<file path="config.mk">
export PLATFORM = sky130hd
export DESIGN_NAME = obstacle_detect_qualifier
export DESIGN_NICKNAME = d
export VERILOG_FILES = /design/src/sv/odq_pkg.sv /design/src/sv/odq_regs.sv /design/src/sv/obstacle_detect_qualifier.sv
export SDC_FILE = /design/constraint.sdc
export NUM_CORES = 1
export LEC_CHECK = 0
export BUFFER_PORTS_ARGS = -buffer_cell sky130_fd_sc_hd__buf_2
export CELL_PAD_IN_SITES_DETAIL_PLACEMENT = 1
export CELL_PAD_IN_SITES_GLOBAL_PLACEMENT = 1
export CORE_ASPECT_RATIO = 0.8
export CORE_MARGIN = 4
export CORE_UTILIZATION = 45
export CTS_BUF_LIST = sky130_fd_sc_hd__clkbuf_16
export CTS_CLUSTER_DIAMETER = 100
export CTS_CLUSTER_SIZE = 28
export DETAILED_ROUTE_END_ITERATION = 8
export GPL_TIMING_DRIVEN = 0
export PLACE_DENSITY = 0.8
export SLEW_MARGIN = 20
export SYNTH_ARGS = -nofsm -noshare
export SYNTH_HDL_FRONTEND = slang
export SYNTH_SLANG_ARGS = --single-unit
</file>
<file path="constraint.sdc">
create_clock -name clk -period 4.5 [get_ports clk]
set_input_delay 0.45 -clock clk [delete_from_list [all_inputs] [get_ports clk]]
set_output_delay 0.45 -clock clk [all_outputs]
set_load 0.03 [all_outputs]
</file>
<file path="src/sv/odq_pkg.sv">
package odq_pkg;

	// obstacle flag codes
	localparam logic [1:0] FLAG_NONE      = 2'd0;
	localparam logic [1:0] FLAG_SUSPECTED = 2'd1;
	localparam logic [1:0] FLAG_CONFIRMED = 2'd2;

	// detection modes
	localparam logic [1:0] MODE_FORCED     = 2'd0;
	localparam logic [1:0] MODE_RANGE_PIX  = 2'd1;
	localparam logic [1:0] MODE_PIX_ONLY   = 2'd2;
	localparam logic [1:0] MODE_RANGE_ONLY = 2'd3;

	// range limits
	localparam logic [10:0] DIST_MAX  = 11'd1300;
	localparam logic [10:0] DIST_LOW  = 11'd100;
	localparam logic [10:0] DIST_HIGH = 11'd900;
	localparam logic [10:0] DIST_NEAR = 11'd800;

	localparam int unsigned HOLDOFF_TICKS = 1500;

	// steering error limits per chassis
	localparam logic signed [15:0] ERR_LIMIT_TWO   = 16'sd15;
	localparam logic signed [15:0] ERR_LIMIT_THREE = 16'sd20;

	// strong pixel limits per chassis
	localparam logic [11:0] STRONG_PIX_TWO   = 12'd80;
	localparam logic [11:0] STRONG_PIX_THREE = 12'd30;

	localparam logic [7:0] CNT_MAX = 8'd255;

	localparam int unsigned ADDR_BITS = 6;
	localparam int unsigned DATA_BITS = 64;

	typedef enum logic [2:0] {
		REG_DETECT_MODE   = 3'd0,
		REG_CHASSIS_KIND  = 3'd1,
		REG_PIXEL_THRESH  = 3'd2,
		REG_CONFIRM_COUNT = 3'd3,
		REG_FORCED_TICK   = 3'd4,
		REG_WINDOW_ONE    = 3'd5,
		REG_WINDOW_TWO    = 3'd6
	} reg_idx_t;

	typedef struct packed {
		logic [1:0]  detect_mode;
		logic        chassis_kind;
		logic [11:0] pixel_threshold;
		logic [7:0]  confirm_count;
		logic [23:0] forced_tick;
		logic [23:0] win1_lo;
		logic [23:0] win1_hi;
		logic [23:0] win2_lo;
		logic [23:0] win2_hi;
	} cfg_t;

endpackage

</file>
<file path="src/sv/odq_regs.sv">
module odq_regs (
	input  logic                               clk,
	input  logic                               arst_n,
	input  logic                               psel,
	input  logic                               penable,
	input  logic                               pwrite,
	input  logic [odq_pkg::ADDR_BITS-1:0]      paddr,
	input  logic [odq_pkg::DATA_BITS-1:0]      pwdata,
	output logic [odq_pkg::DATA_BITS-1:0]      prdata,
	output logic                               pready,
	output odq_pkg::cfg_t                      cfg
);

	odq_pkg::cfg_t    cfg_q;
	odq_pkg::reg_idx_t idx;
	logic             wr_en;

	// registers sit on 8-byte strides
	assign idx    = odq_pkg::reg_idx_t'(paddr[odq_pkg::ADDR_BITS-1:3]);
	assign wr_en  = psel & penable & pwrite;
	assign pready = 1'b1;
	assign cfg    = cfg_q;

	always_ff @(posedge clk or negedge arst_n) begin
		if (!arst_n) begin
			cfg_q.detect_mode     <= odq_pkg::MODE_FORCED;
			cfg_q.chassis_kind    <= 1'b0;
			cfg_q.pixel_threshold <= 12'd40;
			cfg_q.confirm_count   <= 8'd2;
			cfg_q.forced_tick     <= 24'd15000;
			cfg_q.win1_lo         <= '0;
			cfg_q.win1_hi         <= '0;
			cfg_q.win2_lo         <= '0;
			cfg_q.win2_hi         <= '0;
		end else if (wr_en) begin
			unique case (idx)
				odq_pkg::REG_DETECT_MODE:   cfg_q.detect_mode     <= pwdata[1:0];
				odq_pkg::REG_CHASSIS_KIND:  cfg_q.chassis_kind    <= pwdata[0];
				odq_pkg::REG_PIXEL_THRESH:  cfg_q.pixel_threshold <= pwdata[11:0];
				odq_pkg::REG_CONFIRM_COUNT: cfg_q.confirm_count   <= pwdata[7:0];
				odq_pkg::REG_FORCED_TICK:   cfg_q.forced_tick     <= pwdata[23:0];
				odq_pkg::REG_WINDOW_ONE: begin
					cfg_q.win1_lo <= pwdata[23:0];
					cfg_q.win1_hi <= pwdata[47:24];
				end
				odq_pkg::REG_WINDOW_TWO: begin
					cfg_q.win2_lo <= pwdata[23:0];
					cfg_q.win2_hi <= pwdata[47:24];
				end
				default: ;
			endcase
		end
	end

	always_comb begin
		prdata = '0;
		unique case (idx)
			odq_pkg::REG_DETECT_MODE:   prdata[1:0]  = cfg_q.detect_mode;
			odq_pkg::REG_CHASSIS_KIND:  prdata[0]    = cfg_q.chassis_kind;
			odq_pkg::REG_PIXEL_THRESH:  prdata[11:0] = cfg_q.pixel_threshold;
			odq_pkg::REG_CONFIRM_COUNT: prdata[7:0]  = cfg_q.confirm_count;
			odq_pkg::REG_FORCED_TICK:   prdata[23:0] = cfg_q.forced_tick;
			odq_pkg::REG_WINDOW_ONE:    prdata[47:0] = {cfg_q.win1_hi, cfg_q.win1_lo};
			odq_pkg::REG_WINDOW_TWO:    prdata[47:0] = {cfg_q.win2_hi, cfg_q.win2_lo};
			default:                    prdata       = '0;
		endcase
	end

endmodule

</file>
<file path="src/sv/obstacle_detect_qualifier.sv">
// obstacle_detect_qualifier
//
// one request per control tick on the item channel (item_valid / item_stall)
// carries time, range, pixel count, steering error, roundabout and ramp stage
// and the current obstacle flag; one result per request leaves on the result
// channel (result_valid / result_stall) with the new flag and the clamped range
//
// result_valid rises once a request has passed an input register, then one
// pass of compares and the confirm counter update into the result register;
// throughput is one request per cycle while result_stall is low, as the
// confirm counter and last trigger tick update once per request
//
// when the receiver stalls, the result register holds and the input register
// may still take one more request; item_stall rises only when both are full
//
// reset clears both valid bits, the confirm counter and the last trigger tick,
// and loads the register defaults; the user must write registers through the
// apb-style port at byte address 8*i while no request is in flight (unchecked)
module obstacle_detect_qualifier #(
	parameter int unsigned TIME_BITS = 24
) (
	input  logic                               clk,
	input  logic                               arst_n,
	// item channel
	input  logic                               item_valid,
	output logic                               item_stall,
	input  logic [23:0]                        time_now,
	input  logic [15:0]                        distance_raw,
	input  logic [11:0]                        obstacle_pixels,
	input  logic signed [15:0]                 steering_error,
	input  logic [1:0]                         circle_state,
	input  logic [1:0]                         ramp_state,
	input  logic [1:0]                         obstacle_flag_in,
	// result channel
	output logic                               result_valid,
	input  logic                               result_stall,
	output logic [1:0]                         obstacle_flag,
	output logic [10:0]                        distance_clamped,
	// configuration port
	input  logic                               psel,
	input  logic                               penable,
	input  logic                               pwrite,
	input  logic [odq_pkg::ADDR_BITS-1:0]      paddr,
	input  logic [odq_pkg::DATA_BITS-1:0]      pwdata,
	output logic [odq_pkg::DATA_BITS-1:0]      prdata,
	output logic                               pready
);

	// widen or cut a 24-bit tick value to the internal time width
	function automatic logic [TIME_BITS-1:0] to_time(input logic [23:0] v);
		logic [TIME_BITS+23:0] ext;
		ext = {{TIME_BITS{1'b0}}, v};
		return ext[TIME_BITS-1:0];
	endfunction

	odq_pkg::cfg_t cfg;

	odq_regs u_regs (
		.clk     (clk),
		.arst_n  (arst_n),
		.psel    (psel),
		.penable (penable),
		.pwrite  (pwrite),
		.paddr   (paddr),
		.pwdata  (pwdata),
		.prdata  (prdata),
		.pready  (pready),
		.cfg     (cfg)
	);

	// input register
	logic                 valid_s1;
	logic [23:0]          time_s1;
	logic [15:0]          dist_s1;
	logic [11:0]          pix_s1;
	logic signed [15:0]   err_s1;
	logic [1:0]           circle_s1;
	logic [1:0]           ramp_s1;
	logic [1:0]           flag_s1;

	// result register
	logic                 valid_s2;
	logic [1:0]           flag_s2;
	logic [10:0]          dist_s2;

	// qualifier state
	logic [7:0]           cnt_q;
	logic [TIME_BITS-1:0] last_q;

	logic                 adv_s1;
	logic                 take_in;

	// the result register frees up when empty or being taken
	assign adv_s1     = !valid_s2 || !result_stall;
	assign item_stall = valid_s1 && !adv_s1;
	assign take_in    = item_valid && !item_stall;

	always_ff @(posedge clk or negedge arst_n) begin
		if (!arst_n) begin
			valid_s1 <= 1'b0;
		end else if (take_in) begin
			valid_s1 <= 1'b1;
		end else if (adv_s1) begin
			valid_s1 <= 1'b0;
		end
	end

	always_ff @(posedge clk) begin
		if (take_in) begin
			time_s1   <= time_now;
			dist_s1   <= distance_raw;
			pix_s1    <= obstacle_pixels;
			err_s1    <= steering_error;
			circle_s1 <= circle_state;
			ramp_s1   <= ramp_state;
			flag_s1   <= obstacle_flag_in;
		end
	end

	// decision logic
	logic [TIME_BITS-1:0] now;
	logic [TIME_BITS-1:0] since;
	logic [10:0]          dist_c;
	logic [1:0]           flag_c;
	logic                 three;
	logic signed [15:0]   err_lim;
	logic                 err_ok;
	logic                 hold_ok;
	logic                 win_ok;
	logic                 common;
	logic                 pix_ok;
	logic                 rng_ok;
	logic                 near;
	logic                 strong_pix;
	logic                 pass;
	logic                 confirm_ok;
	logic [1:0]           flag_nx;
	logic [7:0]           cnt_nx;
	logic                 trig;

	assign now    = to_time(time_s1);
	assign since  = now - last_q;
	assign dist_c = (dist_s1 > 16'(odq_pkg::DIST_MAX)) ? odq_pkg::DIST_MAX : dist_s1[10:0];
	// flag code 3 counts as confirmed
	assign flag_c = (flag_s1 == 2'd3) ? odq_pkg::FLAG_CONFIRMED : flag_s1;
	assign three  = cfg.chassis_kind;

	assign err_lim = three ? odq_pkg::ERR_LIMIT_THREE : odq_pkg::ERR_LIMIT_TWO;
	assign err_ok  = (err_s1 < err_lim) && (err_s1 > -err_lim);

	// holdoff after the last confirmation, zero means never
	assign hold_ok = (since > TIME_BITS'(odq_pkg::HOLDOFF_TICKS)) || (last_q == '0);

	assign win_ok = ((now > to_time(cfg.win1_lo)) && (now < to_time(cfg.win1_hi)))
		|| ((now > to_time(cfg.win2_lo)) && (now < to_time(cfg.win2_hi)));

	assign common = err_ok && hold_ok && win_ok
		&& (flag_c != odq_pkg::FLAG_CONFIRMED)
		&& !circle_s1[1] && (ramp_s1 != 2'd1);

	assign pix_ok     = pix_s1 > cfg.pixel_threshold;
	assign rng_ok     = (dist_c > odq_pkg::DIST_LOW) && (dist_c < odq_pkg::DIST_HIGH);
	assign near       = dist_c < odq_pkg::DIST_NEAR;
	assign strong_pix = pix_s1 > (three ? odq_pkg::STRONG_PIX_THREE : odq_pkg::STRONG_PIX_TWO);

	always_comb begin
		pass       = 1'b0;
		confirm_ok = 1'b0;
		case (cfg.detect_mode)
			odq_pkg::MODE_RANGE_PIX: begin
				pass       = common && rng_ok && pix_ok;
				confirm_ok = near || strong_pix;
			end
			odq_pkg::MODE_PIX_ONLY: begin
				pass       = common && pix_ok;
				confirm_ok = strong_pix;
			end
			odq_pkg::MODE_RANGE_ONLY: begin
				pass       = common && rng_ok;
				confirm_ok = near;
			end
			default: begin
				pass       = 1'b0;
				confirm_ok = 1'b0;
			end
		endcase
	end

	always_comb begin
		flag_nx = flag_c;
		cnt_nx  = cnt_q;
		trig    = 1'b0;
		if (cfg.detect_mode == odq_pkg::MODE_FORCED) begin
			// timed force leaves the counter and trigger tick alone
			if (now == to_time(cfg.forced_tick)) begin
				flag_nx = odq_pkg::FLAG_CONFIRMED;
			end
		end else if (pass) begin
			if (cnt_q != odq_pkg::CNT_MAX) begin
				cnt_nx = cnt_q + 8'd1;
			end
			flag_nx = odq_pkg::FLAG_SUSPECTED;
			// the confirm test sees the counter after this step
			if ((cnt_nx >= cfg.confirm_count) && confirm_ok) begin
				flag_nx = odq_pkg::FLAG_CONFIRMED;
				trig    = 1'b1;
			end
		end else if (cnt_q != 8'd0) begin
			cnt_nx = cnt_q - 8'd1;
		end else if (flag_c == odq_pkg::FLAG_SUSPECTED) begin
			// suspicion drained
			flag_nx = odq_pkg::FLAG_NONE;
		end
	end

	// state moves with the request that leaves the input register
	always_ff @(posedge clk or negedge arst_n) begin
		if (!arst_n) begin
			cnt_q  <= '0;
			last_q <= '0;
		end else if (valid_s1 && adv_s1) begin
			cnt_q <= cnt_nx;
			if (trig) begin
				last_q <= now;
			end
		end
	end

	always_ff @(posedge clk or negedge arst_n) begin
		if (!arst_n) begin
			valid_s2 <= 1'b0;
		end else if (adv_s1) begin
			valid_s2 <= valid_s1;
		end
	end

	always_ff @(posedge clk) begin
		if (valid_s1 && adv_s1) begin
			flag_s2 <= flag_nx;
			dist_s2 <= dist_c;
		end
	end

	assign result_valid     = valid_s2;
	assign obstacle_flag    = flag_s2;
	assign distance_clamped = dist_s2;

	// checks
	a_flag_range: assert property (@(posedge clk) disable iff (!arst_n)
		result_valid |-> (obstacle_flag != 2'd3))
		else $error("obstacle flag out of range");

	a_dist_range: assert property (@(posedge clk) disable iff (!arst_n)
		result_valid |-> (distance_clamped <= odq_pkg::DIST_MAX))
		else $error("clamped distance out of range");

	a_stall_cause: assert property (@(posedge clk) disable iff (!arst_n)
		item_stall |-> (valid_s1 && valid_s2 && result_stall))
		else $error("item stalled with room in the pipeline");

	a_cnt_step: assert property (@(posedge clk) disable iff (!arst_n)
		(cnt_q != $past(cnt_q)) |->
			((cnt_q == $past(cnt_q) + 8'd1) || (cnt_q == $past(cnt_q) - 8'd1)))
		else $error("confirm counter jumped");

	a_trig_flag: assert property (@(posedge clk) disable iff (!arst_n)
		(last_q != $past(last_q)) |->
			(result_valid && (obstacle_flag == odq_pkg::FLAG_CONFIRMED)))
		else $error("trigger tick moved without a confirmation");

endmodule
</file>
==> impl_metrics.ini, run 1 <==
[clocking]
insertion_delay_ns = 0.52
numClockSinks = 263
cts_buffers = 13
clk_pin_slew_ns = 0.12
cts_buffer_depth = 3
h-tree-depth = 1
tritoncts = yes
clock-root-buffer = clkbuf_16

[global_route]
grt_pass1_vias = 13976
grt_use_total_pct = 26.5
grt_max_degree = 91
globalRouteOverflowTotal = 0
grt_pass1_wl_mm = 80.1
antenna_found_initial = 2

[synthesis]
synth_area_leaders = dfrtp_1 (26%), edfxtp_1 (16%), ha_1 (12%)
synthArstFlopShare_pct = 67.3
ys_seq_area_share_pct = 44.0
synth_seq_cells = 263
syn_area_um2 = 16000
yosys_most_used_dff = dfrtp_1
synth_top_area_share_pct = 26.2
yosys.area.top_type = dfrtp_1
synth_edf_count = 86
synth_cell_type_count = 80
synth_area_per_cell_um2 = 9.94
syn-instance-count = 1606
yosys_warnings = 0

[drt]
ant_nets = 0
num_vias = 13441
via_per_inst = 5.79
dr.pass1.iters = 5
wl_per_cell_um = 22.6
drc_errors = 0
wl_mm = 52.5
first_iter_violations = 1210

[floorplan]
fp.dieW_um = 219
fp.dieH_um = 176
die_area_um2 = 38600
rows = 61
ios = 231
start_util_pct = 45.8
design.core.area_um2 = 34900

[placement]
port_buffers = 192
gp_congestion = 0.887
dpl.cell_count = 2287
dp_hpwl_mm = 41.0

[hold_path]
hold_class = input port to flip-flop

[cells_and_area]
area_delta_synth_final_pct = 14.0
final_cell_mix = buf_2 (193), dfrtp_1 (167), inv_1 (162), nand2_1 (162), ha_1 (155)
fin_util_pct = 52.2
layout_commonest_cell = buf_2
drive_gt1_share_pct = 17.5
instances_no_fill = 2321
final_nets = 2149

[timing]
slew_violations = 0
finalHoldViolations = 0
tightest_slew_ns = 1.01
finalSetupViolCount = 0
worst_slew_margin_rel_pct = 33.0
clock_skew_ns = 0.0231
fmax_ghz = 0.230
min_period_ns = 4.35
fin_crit_sh_pct = 96.7

[pwr]
power_density_nw_per_um2 = 365
static-leakage-power_uw = 0.00831
peakVddDrop_mv = 0.307

[worst_setup_path]
path_buf_inv = 1
crit_path_end_kind = flip-flop
critPathSlowestCell = edfxtp_1
crit_chain = ha_1 -> o211ai_1 -> a21oi_1 -> nor2_1 -> o211ai_1 -> buf_4 -> o211ai_1 -> a2bb2oi_1 -> or4b_4 -> o311ai_4 -> mux2i_1 -> o22ai_1
crit_path_max_fanout = 7
start_kind = flip-flop
crit_path_frequent_cell = o211ai_1
cp.arrival_ns = 4.58
cpPeakStageDelay_ns = 0.64
cp.required_ns = 4.72
cp_top_family = compound AO/OA/AOI/OAI gates
path_class = flip-flop to flip-flop

[outcome]
status = finished clean

[flow_run]
cap_viol_max_count = 0
-- state kept, by name, summed over array words and instances, names as in the netlist --
register	flops
obstacle_flag	2
valid_s1	1
cnt_q	8
distance_clamped	11
ramp_s1	2
last_q	24
circle_s1	1
flag_s1	2
err_s1	16
pix_s1	12
now	24
dist_s1	16
result_valid	1
u_regs.cfg	143
-- Yosys cell counts, drive strengths merged (6+ instances only) --
cell	number
a21o	33
xnor2	19
a211oi	10
nor3	17
o221ai	6
o22ai	46
inv	158
nand4	30
and2	24
mux2i	33
nand2	162
and3	13
nand2b	19
or3	7
xor2	21
dfstp	10
o21ai	144
o21a	11
a31oi	7
o211ai	13
buf	27
nand3	31
nor4	21
mux2	69
a22oi	6
nor2	47
dfrtp	167
ha	155
nor2b	11
clkbuf	49
a21oi	76
edfxtp	86
-- timing repair --
action / in CTS / in global routing
endpoints found under the hold margin: 70 / 0
pin swaps: 2 / 5
gates resized for setup: 3 / 9
buffers inserted: 4 / 8
hold buffers: 1 / 0
endpoints found under the setup margin: 34 / 34
-- final cells by class --
cell class | instances | area [µm²]
clock buffers | 14 | 350
flip-flops and latches | 263 | 7020
clock inverters | 7 | 38.8
diodes | 1 | 2.50
plain buffers | 75 | 363
repair buffers | 207 | 1130
multi-input cells | 1123 | 8100
well taps | 472 | 591
fillers | 4006 | 16700
inverters | 159 | 597
-- final timing paths --
path	startpoint	to	slack, ns	cells past startpoint
min	time_now[5]	now[5]	0.10	1
min reg2reg	valid_s1	result_valid	0.50	1
min in group asynchronous	arst_n	u_regs.cfg[40]	0.52	2
max reg2reg	now[3]	obstacle_flag[0]	0.15	12
max	now[3]	obstacle_flag[0]	0.15	12
max in group asynchronous	arst_n	u_regs.cfg[121]	3.04	3
-- logic make-up after synthesis --
| family | Yosys count | share of synthesized area (%) |
|---|---|---|
| buffers and inverters | 235 | 6.04 |
| AND/OR/NAND/NOR | 406 | 12.6 |
| adder cells (fa/ha/maj) | 156 | 12.3 |
| XOR/XNOR | 40 | 2.19 |
| other | 2 | 0.0471 |
| flip-flops | 263 | 44.0 |
| AO/OA/AOI/OAI | 402 | 15.9 |
| multiplexers | 102 | 6.94 |
-- layer usage --
metal	vias up	GRT usage (%)	wire (µm)
met3	53	3.68	2710
met5	-	0	0
li1	6207	-	-
met1	6853	38.0	23900
met2	328	43.5	24800
met4	0	5.37	1010
-- through the flow --
step | cell area, µm² | hold WS [ns] | total power, µW | setup TNS [ns] | setup slack (ns)
finish | 18200 | 0.104 | 6650 | 0 | 0.150
CTS | 18100 | 0.0876 | 6640 | 0 | 0.0656
global route | 18200 | 0.0831 | 7050 | -0.0491 | -0.0294
detailed placement | 17600 | 0.470 | 5240 | -7.13 | -0.329
floorplan | 16000 | 0.154 | 4490 | 0 | 0.618
global placement | 17600 | 0.466 | 5090 | -4.18 | -0.200
-- report_power, final --
part / internal, µW / total [µW] / switching [µW]
Sequential: 2850 / 3120 / 267
Clock: 578 / 1410 / 828
Combinational: 831 / 2120 / 1290
Note: power is estimated with default switching activity, not from simulation.
==> inputs of run 2 (changes only) <==
--- a/config.mk
+++ b/config.mk
@@ -17,6 +17,7 @@
 export DETAILED_ROUTE_END_ITERATION = 8
 export GPL_TIMING_DRIVEN = 0
 export PLACE_DENSITY = 0.8
+export RECOVER_POWER = 50
 export SLEW_MARGIN = 20
 export SYNTH_ARGS = -nofsm -noshare
 export SYNTH_HDL_FRONTEND = slang
==> impl_metrics.ini, run 2 (synthesis results as in run 1) <==
[clocking]
clock-root-buffer = clkbuf_16
clk_pin_slew_ns = 0.12
h-tree-depth = 1
insertion_delay_ns = 0.52
numClockSinks = 263
cts_buffers = 13
cts_buffer_depth = 3
tritoncts = yes

[floorplan]
rows = 61
fp.dieW_um = 219
die_area_um2 = 38600
start_util_pct = 45.8
fp.dieH_um = 176
design.core.area_um2 = 34900
ios = 231

[cells_and_area]
instances_no_fill = 2321
area_delta_synth_final_pct = 13.6
layout_commonest_cell = buf_2
drive_gt1_share_pct = 16.3
final_cell_mix = buf_2 (173), dfrtp_1 (167), inv_1 (162), nand2_1 (162), ha_1 (155)
final_nets = 2149
largest_register_ffs = 143
num-fill-cells = 4017

[worst_setup_path]
crit_path_max_fanout = 7
cp.arrival_ns = 4.58
crit_path_end_kind = flip-flop
critical_path.startpoint = now[3]
cp.required_ns = 4.73
path_class = flip-flop to flip-flop
r2r-start = now[3]
rrSetupSlack_ns = 0.14
start_kind = flip-flop

[timing]
finalSetupViolCount = 0
fin_crit_sh_pct = 96.8
clock_skew_ns = 0.0228
min_period_ns = 4.36
worst_slew_margin_rel_pct = -57.9
fmax_ghz = 0.230
slew_violations = 113
tightest_slew_ns = 2.37
finalHoldViolations = 0
fin_ws_ns = 0.143

[outcome]
status = complete, but fails checks
violations = capacitance limit, slew limit

[placement]
port_buffers = 192
dp_hpwl_mm = 41.0
dpl.cell_count = 2287
gp_congestion = 0.887
pre_cts_slack_ns = -0.329

[global_route]
grt_pass1_vias = 13976
grt_use_total_pct = 26.5
grt_max_degree = 91
globalRouteOverflowTotal = 0
antenna_found_initial = 2
grt_pass1_wl_mm = 80.1

[drt]
drc_errors = 0
wl_per_cell_um = 22.6
num_vias = 13439
wl_mm = 52.3
ant_nets = 0
dr.pass1.iters = 5
via_per_inst = 5.79
first_iter_violations = 1185

[pwr]
peakVddDrop_mv = 0.307
static-leakage-power_uw = 0.00824
power_density_nw_per_um2 = 366

[hold_path]
hold_class = input port to flip-flop
holdCritStartpoint = time_now[5]

[flow_run]
cap_viol_max_count = 2
-- run 2: final timing paths --
kind                                         end  cells after the start
worst max-delay path            obstacle_flag[0]                     12
min in group asynchronous         u_regs.cfg[40]                      2
max in group asynchronous               cnt_q[1]                      3
worst min register to register      result_valid                      1
worst max register to register  obstacle_flag[0]                     12
worst min-delay path                      now[5]                      1
-- run 2: critical path: stages, from the launching register on --
cell and delay (ns):
edfxtp_1 0.64, ha_1 0.47, o211ai_1 0.11, a21oi_1 0.50, nor2_1 0.21, o211ai_1 0.22
buf_4 0.18, o211ai_1 0.08, a2bb2oi_1 0.38, or4b_4 0.53, o311ai_4 0.41, mux2i_1 0.23
o22ai_1 0.10
-- run 2: timing repair --
action / 4_1_cts / 5_1_grt
endpoints found under the hold margin: 70 / 0
endpoints found under the setup margin: 34 / 34
gates cloned: 0 / 0
setup buffers: 4 / 8
hold buffers: 1 / 0
pin swaps: 2 / 5
gates resized for setup: 3 / 9
-- run 2: area by class of cell --
type | count | area (µm²) | share of cell area [%]
inverters | 159 | 597 | 3.29
diodes | 1 | 2.50 | 0.0138
well taps | 472 | 591 | 3.26
clock buffers | 14 | 350 | 1.93
flip-flops and latches | 263 | 7020 | 38.7
repair buffers | 207 | 1070 | 5.93
clock inverters | 7 | 38.8 | 0.214
plain buffers | 75 | 363 | 2.00
multi-input cells | 1123 | 8090 | 44.6
-- run 2: power by group --
| part | internal (µW) | switching [µW] | total, µW |
|---|---|---|---|
| logic | 826 | 1290 | 2120 |
| registers | 2850 | 266 | 3120 |
| clock network | 578 | 828 | 1410 |
| total | 4260 | 2390 | 6640 |
-- run 2: stage by stage --
step	hold slack (ns)	utilization, %	total power (µW)	TNS (ns)	area, µm²
6_report	0.103	52.0	6640	0	18100
5_1_grt	0.0831	52.0	7050	-0.0491	18100
4_1_cts	0.0876	51.9	6640	0	18100
3_5_place_dp	0.470	50.6	5240	-7.13	17600
3_3_place_gp	0.466	50.4	5090	-4.18	17600
2_1_floorplan	0.154	-	4490	0	16000
-- run 2: metal layers --
| metal | share of wire (%) | routed length, µm | vias to the layer above | GRT usage [%] |
|---|---|---|---|---|
| li1 | - | - | 6207 | - |
| met1 | 45 | 23800 | 6828 | 38.0 |
| met2 | 47 | 24800 | 353 | 43.5 |
| met3 | 5.4 | 2810 | 51 | 3.68 |
| met4 | 1.9 | 974 | 0 | 5.37 |
| met5 | 0 | 0 | - | 0 |
==> inputs of run 3 (changes only) <==
--- a/config.mk
+++ b/config.mk
@@ -8,7 +8,6 @@
 export BUFFER_PORTS_ARGS = -buffer_cell sky130_fd_sc_hd__buf_2
 export CELL_PAD_IN_SITES_DETAIL_PLACEMENT = 1
 export CELL_PAD_IN_SITES_GLOBAL_PLACEMENT = 1
-export CORE_ASPECT_RATIO = 0.8
 export CORE_MARGIN = 4
 export CORE_UTILIZATION = 45
 export CTS_BUF_LIST = sky130_fd_sc_hd__clkbuf_16
==> impl_metrics.ini, run 3 (synthesis results as in run 1) <==
[timing]
min_period_ns = 4.37
tightest_slew_ns = 2.29
finalHoldViolations = 0
slew_violations = 117
clock_skew_ns = 0.0293
rsz0062_at_grt = false
fin_crit_sh_pct = 97.1
fmax_ghz = 0.229
hold_slack_ns = 0.0959
setup_tns_ns = 0
finalSetupViolCount = 0
fin_ws_ns = 0.133
worst_slew_margin_rel_pct = -52.3

[drt]
dr.pass1.iters = 5
wl_mm = 53.6
first_iter_violations = 921
wl_per_cell_um = 23.2
drc_errors = 0
num_vias = 13722
via_per_inst = 5.93
ant_nets = 0

[placement]
pre_cts_slack_ns = -0.571
gp_congestion = 0.937
port_buffers = 192
dpl.cell_count = 2270
dp_hpwl_mm = 41.4

[worst_setup_path]
crit_chain = inv_2 -> ha_1 -> inv_1 -> fa_1 -> a21o_1 -> a221o_1 -> a211oi_2 -> o21a_1 -> o21ai_0 -> xor2_1 -> a311o_1 -> nor4_1 -> o2bb2ai_1 -> xnor2_1
cp_top_family = compound AO/OA/AOI/OAI gates
path_class = flip-flop to flip-flop
cp.required_ns = 4.92
start_kind = flip-flop
r2r-start = now[0]
cp.arrival_ns = 4.79
cp.depth = 14
critical_path.startpoint = now[0]
crit_path_end_kind = flip-flop
r2r_cells = 14
path_buf_inv = 2
timing.rr.end = cnt_q[0]
rrSetupSlack_ns = 0.13
cp-endpoint = cnt_q[0]
critPathSlowestCell = nor4_1
cpPeakStageDelay_ns = 0.78
crit_path_max_fanout = 4

[pwr]
static-leakage-power_uw = 0.00832
power_density_nw_per_um2 = 379
power_uw = 6930
peakVddDrop_mv = 0.308

[cells_and_area]
area_delta_synth_final_pct = 14.6
largest_register_ffs = 143
num-fill-cells = 4036
seq_area_um2 = 7020
layout_commonest_cell = buf_2
instances_no_fill = 2315
final_nets = 2153
multiInputGateArea_um2 = 8110
final_cell_mix = buf_2 (177), dfrtp_1 (167), nand2_1 (162), inv_1 (160), ha_1 (155)
drive_gt1_share_pct = 17.2

[flow_run]
cap_viol_max_count = 2

[floorplan]
rows = 68
design.core.area_um2 = 34800
start_util_pct = 45.9
die_area_um2 = 38500
ios = 231
fp.dieH_um = 196
fp.dieW_um = 196

[clocking]
numClockSinks = 263
insertion_delay_ns = 0.53
clk_pin_slew_ns = 0.12
cts_buffers = 15
cts_buffer_depth = 3
tritoncts = yes
h-tree-depth = 1
clock-root-buffer = clkbuf_16

[hold_path]
hold_class = input port to flip-flop
holdCritStartpoint = time_now[14]

[outcome]
status = complete, but fails checks
violations = capacitance limit, slew limit

[global_route]
grt_pass1_vias = 14634
globalRouteOverflowTotal = 0
grt_use_total_pct = 27.0
grt_pass1_wl_mm = 83.0
grt_max_degree = 95
antenna_found_initial = 5
## run 3: worst min path at each step
stage                    to  cells past startpoint  slack [ns]
2_1_floorplan      cnt_q[0]                      0        0.15
3_3_place_gp   result_valid                      1        0.47
3_5_place_dp       cnt_q[2]                      1        0.49
4_1_cts          pix_s1[10]                      1        0.08
5_1_grt          pix_s1[10]                      1        0.09
6_report            now[14]                      1         0.1
## run 3: metal layers
metal,vias to the layer above,GRT usage (%),wire (µm)
met3,104,2.82,2470
met4,0,9.65,2100
met1,6977,34.5,22300
li1,6225,-,-
met2,416,47.9,26800
met5,-,0,0
## run 3: what timing repair did
action / in CTS / in global routing
setup buffers: 7 / 7
hold buffers: 1 / 0
setup endpoints to repair: 34 / 34
gates resized for setup: 4 / 8
endpoints found under the hold margin: 77 / 0
cloned: 0 / 0
pin swaps: 3 / 5
## run 3: cell type report
class	instances	share of cell area (%)
Antenna cell	6	0.0821
Multi-Input combinational cell	1123	44.3
Tap cell	455	3.11
Inverter	159	3.26
Buffer	75	1.98
Sequential cell	263	38.4
Clock buffer	16	2.19
Clock inverter	9	0.629
Timing Repair Buffer	209	5.99
## run 3: per-stage QoR
stage / instance area [µm²] / util [%]
final: 18300 / 52.6
after global routing: 18300 / 52.6
after CTS: 18200 / 52.4
after detailed placement: 17600 / 50.6
after global placement: 17500 / 50.4
after floorplan: 16000 / -
## run 3: where the power goes
group	internal, µW	switching, µW
Sequential	2850	264
Combinational	832	1310
Clock	786	884
Total	4470	2460
